`src/rtl/ortf_pkg.sv`:
```
`timescale 1ns / 1ps

package ortf_pkg;

  localparam int unsigned DEPTH    = 4096;
  localparam int unsigned MAX_READ = 64;

  localparam int unsigned AW  = $clog2(DEPTH);
  localparam int unsigned CW  = $clog2(DEPTH + 1);
  localparam int unsigned RCW = 7;
  localparam int unsigned BW  = 8;
  localparam int unsigned KW  = 2;

  localparam logic REQ_WRITE = 1'b0;
  localparam logic REQ_READ  = 1'b1;

  typedef enum logic [KW-1:0] {
    KIND_STATUS = 2'd0,
    KIND_BUF    = 2'd1,
    KIND_PAD    = 2'd2
  } byte_kind_e;

  typedef struct packed {
    logic wr_en;
    logic start_rd;
    logic step_rd;
  } dp_cmd_t;

  typedef struct packed {
    logic last;
  } dp_status_t;

  function automatic logic [AW-1:0] ptr_inc(input logic [AW-1:0] p);
    ptr_inc = (p == AW'(DEPTH - 1)) ? '0 : p + 1'b1;
  endfunction

endpackage

```
`src/rtl/ortf_ctrl.sv`:
```
`timescale 1ns / 1ps

module ortf_ctrl (
  input  logic                   clk_i,
  input  logic                   rst_ni,
  input  logic                   in_valid_i,
  input  logic                   req_type_i,
  input  logic                   out_stall_i,
  input  ortf_pkg::dp_status_t   status_i,
  output ortf_pkg::dp_cmd_t      cmd_o,
  output logic                   in_stall_o,
  output logic                   out_valid_o
);

  typedef enum logic [1:0] {
    ST_IDLE = 2'b01,
    ST_BUSY = 2'b10
  } state_e;

  state_e state_q, state_d;

  always_ff @(posedge clk_i or negedge rst_ni) begin
    if (!rst_ni) begin
      state_q <= ST_IDLE;
    end else begin
      state_q <= state_d;
    end
  end

  always_comb begin
    state_d = state_q;
    cmd_o   = '0;
    case (state_q)
      ST_IDLE: begin
        if (in_valid_i) begin
          if (req_type_i == ortf_pkg::REQ_WRITE) begin
            cmd_o.wr_en = 1'b1;
          end else begin
            cmd_o.start_rd = 1'b1;
            state_d        = ST_BUSY;
          end
        end
      end
      ST_BUSY: begin
        if (!out_stall_i) begin
          if (status_i.last) begin
            state_d = ST_IDLE;
          end else begin
            cmd_o.step_rd = 1'b1;
          end
        end
      end
      default: begin
        state_d = ST_IDLE;
      end
    endcase
  end

  assign in_stall_o  = (state_q != ST_IDLE);
  assign out_valid_o = (state_q == ST_BUSY);

  a_cmd_excl: assert property (@(posedge clk_i) disable iff (!rst_ni)
    $countones({cmd_o.wr_en, cmd_o.start_rd, cmd_o.step_rd}) <= 1)
    else $error("more than one datapath command");

  a_step_busy: assert property (@(posedge clk_i) disable iff (!rst_ni)
    cmd_o.step_rd |-> (out_valid_o && !out_stall_i && !status_i.last))
    else $error("step issued outside an accepted non-final result");

  a_start_busy: assert property (@(posedge clk_i) disable iff (!rst_ni)
    cmd_o.start_rd |=> out_valid_o)
    else $error("read start did not raise a result");

endmodule

```
`config.mk`:
```
export PLATFORM = sky130hd
export DESIGN_NAME = ortf_ctrl
export DESIGN_NICKNAME = d
export VERILOG_FILES = /design/src/rtl/ortf_pkg.sv /design/src/rtl/ortf_ctrl.sv
export SDC_FILE = /design/constraint.sdc
export NUM_CORES = 1
export LEC_CHECK = 0
export BUFFER_PORTS_ARGS = -buffer_cell sky130_fd_sc_hd__buf_2
export CORE_AREA = 2 2 39 41
export DETAILED_ROUTE_END_ITERATION = 8
export DIE_AREA = 0 0 41 43
export GPL_ROUTABILITY_DRIVEN = 0
export GPL_TIMING_DRIVEN = 0
export PLACE_DENSITY = 0.3
export SLEW_MARGIN = 20
export SYNTH_ARGS = -nofsm -noshare
export SYNTH_HDL_FRONTEND = slang
export SYNTH_SLANG_ARGS = --single-unit
```
`constraint.sdc`:
```
create_clock -name clk_i -period 0.8 [get_ports clk_i]
set_input_delay 0.04 -clock clk_i [delete_from_list [all_inputs] [get_ports clk_i]]
set_output_delay 0.04 -clock clk_i [all_outputs]
set_load 0.005 [all_outputs]
```
==> results.md, run 1 <==
* R2R depth at 3
* Root Buffer: clkbuf_4
* Netlist cell types at 10
* Fin util at between 10% and 20%
* Final worst slack at -0.341 ns
* Rel. slew slack at about nine tenths
* Psw at 0.101 mW
* Post-synthesis cell area at roughly 120 um^2
* Die H at between 40 and 50 um
* Design internal power at 0.344 mW
* Fin. max-slew vios at 0
* P per Cell Area at 1890 nW/um^2
* Diode count at 0
* Most common cell after layout, fill and taps aside: buf_2
* Setup Viol. Count Final at 7
* Area of the core at 1380 um^2
* Row count at 14
* Outcome: complete, but fails checks
* CTS resizes at 0
* Routed len/inst at 6.86 um
* TritonCTS buffer count at 3
* Grt total ovfl at 0
* Sequential Area at 51.3 um^2
* Number of flip-flops in the largest register at 2
* Sequential share of the synthesized area at 44.1%
* Nets at 33
* Highest metal used: met3
* Clk sinks at 2
* Crit path max-delay family: flip-flops
* Layout area overhead at 102%
* CP Launch Type: register
* Largest net degree at the start of global routing at 5
* Post-Synthesis Cells at 10
* Synth warn at 0
* First-pass GRT wire length at 455 um
* Worst R2R Setup Slack at -0.18 ns
* Clock skew at between 0.007 and 0.008 ns
* Chip width at 41 um
* Sequential share of power at 27.1%
* H-tree levels at 1
* Filler cell count at 160
* Switching share of power at a little under a quarter
* DRT iter0 DRCs at 2
* Worst-path clk slew at 0.03 ns
* Initial antenna violation count at 0
* Drt first pass iters at 2
* RSZ-0062 raised after global routing: true
* Finished Layout Cells at 42
* CTS tree: built
* Syn_area_per_cell at 11.6 um^2
* Vias/cell at 3.21
* Failing checks: negative setup slack
* Die area at 1760 um^2
* Clk Latency, worst-skew pair at 0.23 ns
* ANT nets after route at 0
* Dpl cells at 36
* Critical path peak fanout at 3
* Hold path depth at 3
* Comb pwr share at 16.5%
* Final WL at 288 um
* CTS max path bufs at 2
* Met3 wire length at 45 um
* Hold crit path type: in2reg
* Worst Path Required at approximately 0.76 ns
* Area occupied by multi-input gates at 70.1 um^2
* Final hold viol count at 0
* Crit-path max cell delay at around 0.53 ns
* Worst path arrival time at 1.10 ns
* Fin crit share at 143%
* Mapped Nets at 16
* Total power at around 0.45 mW
* Biggest register: state_q
* WS Path Type: reg2out
* Vias at 135
* Clk network pwr share at 56.4%
* Minimum clock period at roughly 1.1 ns
* Port bufs at 10
* Yosys reg bits at 2
* Slew @ Worst Pin at between 0.15 and 0.2 ns
* DR WL met2 at about 120 um
* Crit path max-delay cell type: dfstp_2
* Buf/Inv on CP at 1
* DRC viols at 0
* M1 WL at ~120 um
* Layout cells sized above 1 at 69.2%
* IO Pins at 11
* Worst-path cell chain: nand2b_1 -> nor3b_2 -> buf_2
* Starting Density at 8.41%
* All-Layer GR Usage at 4.62%
* Achievable frequency at 876 MHz
* Crit path depth at 3
* Vias in the first global route at 140
* Crit. End Element: output port
* Max-Cap Viols at 0
* Largest registers: state_q (2)
* Commonest non-fill, non-tap cells in the layout: 10 x buf_2, 3 x clkbuf_4, 2 x nor3b_2
* Lkg Pwr at 0.125 nW
* Max IR drop VDD at roughly 0.35 mV
* Setup TNS Final at -1.69 ns
-- timing repair --
item,CTS,global route
buffers inserted,0,1
pin swaps,0,1
hold endpoints to repair,2,0
endpoints found under the setup margin,7,7
hold buffers,1,0
-- logic make-up (layout without fill, tap and decap cells) --
group / after synthesis / after routing / share of synthesized area [%]
and+or+nand+nor: 6 / 6 / 45.2
AOI/OAI and AO/OA: 2 / 2 / 10.8
DFF: 2 / 2 / 44.1
buffers and inverters: 0 / 16 / 0
-- per-layer routing --
metal	track usage (%)	up-vias
met5	0	-
met4	8.00	0
met3	3.14	0
met2	4.69	10
met1	4.18	58
li1	-	67
-- layout make-up --
cell class,instances,share of cell area [%]
Multi-Input combinational cell,8,29.8
Clock buffer,4,11.2
Timing Repair Buffer,12,28.7
Sequential cell,2,21.8
Tap cell,16,8.51
-- power by group through the flow --
stage,Sequential [mW],Clock (mW),Combinational (mW)
floorplan,0.120,0,0.0318
global placement,0.122,0,0.0651
detailed placement,0.121,0,0.0660
CTS,0.120,0.264,0.0700
global route,0.123,0.276,0.0823
finish,0.120,0.251,0.0735
-- stage by stage --
step | hold WS, ns | setup slack [ns] | cell area [um^2]
3_5_place_dp | -0.171 | -0.121 | 191
4_1_cts | 0.0939 | -0.365 | 228
5_1_grt | 0.125 | -0.402 | 235
2_1_floorplan | -0.256 | -0.104 | 121
3_3_place_gp | -0.174 | -0.125 | 191
6_report | 0.0904 | -0.341 | 235
-- cells in the mapped netlist (all sizes together) --
library cell / number / area [um^2]
a21o: 1 / 7.51
a21oi: 1 / 5.00
and4b: 1 / 10.0
dfrtp: 1 / 25.0
dfstp: 1 / 26.3
nand2b: 1 / 6.26
nor2b: 1 / 8.76
nor3b: 2 / 20.0
or2b: 1 / 7.51
-- worst register-to-register path, stage by stage (launching register included) --
cell and delay [ns]:
dfstp_2 0.53, and4b_1 0.20, buf_4 0.11, a21o_1 0.07
-- path summary, 6_finish.rpt --
kind	from	endpoint
worst max-delay path	state_q[0]	cmd_o[2]
worst min-delay path	out_stall_i	state_q[0]
worst max register to register	state_q[0]	state_q[1]
worst min register to register	state_q[0]	state_q[0]
max in group asynchronous	rst_ni	state_q[0]
min in group asynchronous	rst_ni	state_q[1]
Power figures use the tool's default switching activity.
==> inputs of run 2 (changes only) <==
- clock period: 0.8 -> 0.95 ns (I/O delays scaled with it)
==> run 2 against run 1 <==
Compared with the run above: the run still ends with negative setup slack left; hold slack about the same; flip-flop and latch count unchanged; global-route usage up 0.70 points; critical endpoint unchanged; largest cell class unchanged; largest power group unchanged; highest routed layer unchanged.
==> results.md, run 2 (same netlist as run 1, synthesis figures left out) <==
* Outcome: complete, but fails checks
* Failing checks: negative setup slack
* Minimum clock period at 1.18 ns
* Biggest register: state_q
* Fin crit share at 124%
* Worst Path Required at 0.90 ns (+0.14 ns)
* Routed len/inst at 8.24 um (+20%)
* Rel. slew slack at 89.5% (about the same)
* R2R depth at 3 (unchanged)
* DRT iter0 DRCs at 1 (-1)
* CTS max path bufs at 2 (unchanged)
* Achievable frequency at 850 MHz
* Dpl hpwl at 256 um
* Fin. max-slew vios at 0 (unchanged)
* Nets at 33 (unchanged)
* Setup TNS Final at -0.722 ns (+0.965 ns)
* Clock skew at 0.00589 ns (-0.00121 ns)
* Worst R2R Setup Slack at -0.03 ns (+0.15 ns)
* Layout cells sized above 1 at 69.2% (unchanged)
* Final WL at 346 um (+20%)
* Final worst slack at -0.226 ns (+0.115 ns)
* Row count at 14 (unchanged)
* Setup Viol. Count Final at 7 (unchanged)
* Worst path arrival time at 1.13 ns (+0.03 ns)
* Lkg Pwr at 0.125 nW (about the same)
* Crit path max-delay cell type: dfstp_2
* Worst setup path end: cmd_o[2]
* Crit-path max cell delay at 0.53 ns (about the same)
* CTS tree: built
* Buf/Inv on CP at 1 (unchanged)
* ANT nets after route at 0 (unchanged)
* Area occupied by multi-input gates at 70.1 um^2 (unchanged)
* Final hold viol count at 0 (unchanged)
* Critical path peak fanout at 3 (unchanged)
* Most common cell after layout, fill and taps aside: buf_2
* Die area at 1760 um^2 (unchanged)
* Filler cell count at 168 (+5.0%)
* Largest registers: state_q (2)
* Sequential Area at 51.3 um^2 (unchanged)
* Vias at 133 (-1.5%)
* Largest net degree at the start of global routing at 5 (unchanged)
* Max IR drop VDD at 0.210 mV (-41%)
* Vias in the first global route at 167 (+19%)
* Grt total ovfl at 0 (unchanged)
* Layout area overhead at 102% (unchanged)
* Total power at 0.379 mW (-15%)
* Worst reg2reg endpoint: state_q[1]
* Die H at 43 um (unchanged)
* DRC viols at 0 (unchanged)
* Crit path depth at 3 (unchanged)
* Fin util at 17.0% (unchanged)
* P per Cell Area at 1610 nW/um^2 (-15%)
* Clk Latency, worst-skew pair at 0.23 ns (about the same)
* CP Launch Type: register
* TritonCTS buffer count at 3 (unchanged)
* Starting Density at 8.41% (unchanged)
* R2R Path Start: state_q[0]
* Drt first pass iters at 2 (unchanged)
* Diode count at 0 (unchanged)
* IO Pins at 11 (unchanged)
* Root Buffer: clkbuf_4
* Chip width at 41 um (unchanged)
* Worst-path clk slew at 0.03 ns (about the same)
* Worst-path cell chain: nand2b_1 -> nor3b_2 -> buf_2
* Slew @ Worst Pin at 0.156 ns (+0.000223 ns)
* First-pass GRT wire length at 545 um (+20%)
* WS Path Type: reg2out
* Area of the core at 1380 um^2 (unchanged)
* All-Layer GR Usage at 5.32% (+0.70 points)
* Max-Cap Viols at 0 (unchanged)
* Clk sinks at 2 (unchanged)
* Port bufs at 10 (unchanged)
* Crit path max-delay family: flip-flops
* Initial antenna violation count at 0 (unchanged)
* RSZ-0062 raised after global routing: true
* H-tree levels at 1 (unchanged)
* Vias/cell at 3.17 (-1.5%)
* Hold crit path type: in2reg
* Crit. End Element: output port
* Number of flip-flops in the largest register at 2 (unchanged)
* Commonest non-fill, non-tap cells in the layout: 10 x buf_2, 3 x clkbuf_4, 2 x nor3b_2
* Worst setup path start: state_q[0]
## run 2: cell counts in the layout (fill, tap and decap cells not counted)
Identical to the previous run, type by type.
## run 2: area by class of cell
cell class                      count  area share [%]
Tap cell                           16            8.51
Clock buffer                        4            11.2
Sequential cell                     2            21.8
Multi-Input combinational cell      8            29.8
Timing Repair Buffer               12            28.7
## run 2: where the power goes
group	leakage (nW)	internal, mW	total, mW	switching (mW)
registers	0.0237	0.0964	0.101	0.00485
logic	0.0864	0.0371	0.0623	0.0252
clock network	0.0150	0.157	0.215	0.0585
total	0.125	0.290	0.379	0.0886
## run 2: worst reg2reg max path, stage by stage, from the launching register on
cell and delay, ns:
dfstp_2 0.53, and4b_1 0.21, buf_4 0.12, a21o_1 0.07
## run 2: metrics by stage
stage	instance area [um^2]	hold WS (ns)	cells	setup WS, ns
6_report	235	0.0909	42	-0.226
4_1_cts	235	0.0835	42	-0.230
5_1_grt	235	0.123	42	-0.296
3_5_place_dp	186	-0.166	36	-0.0289
3_3_place_gp	186	-0.166	36	0.00565
2_1_floorplan	116	-0.248	10	0.0314
## run 2: how the worst min path moves through the flow
stage	startpoint	endpoint	slack, ns	depth (start not counted)
after floorplan	rst_ni	state_q[1]	-0.25	0
after global placement	rst_ni	state_q[1]	-0.17	1
after detailed placement	rst_ni	state_q[1]	-0.17	1
after CTS	out_stall_i	state_q[0]	0.08	3
after global routing	out_stall_i	state_q[0]	0.12	3
final	out_stall_i	state_q[0]	0.09	3
## run 2: per-layer routing
metal | wire (um) | up-vias | part of all wire, % | global-route usage (%)
li1 | - | 67 | - | -
met3 | 63 | 0 | 18 | 3.14
met5 | 0 | - | 0 | 0
met1 | 126 | 55 | 36 | 4.81
met4 | 0 | 0 | 0 | 6.00
met2 | 156 | 11 | 45 | 7.19
## run 2: what timing repair did
item                                    in CTS  in global routing
endpoints found under the setup margin       5                  7
endpoints found under the hold margin        2                  0
hold buffers                                 1                  0
resized for setup                            1                  0
buffers inserted                             1                  0
pin swaps                                    2                  0
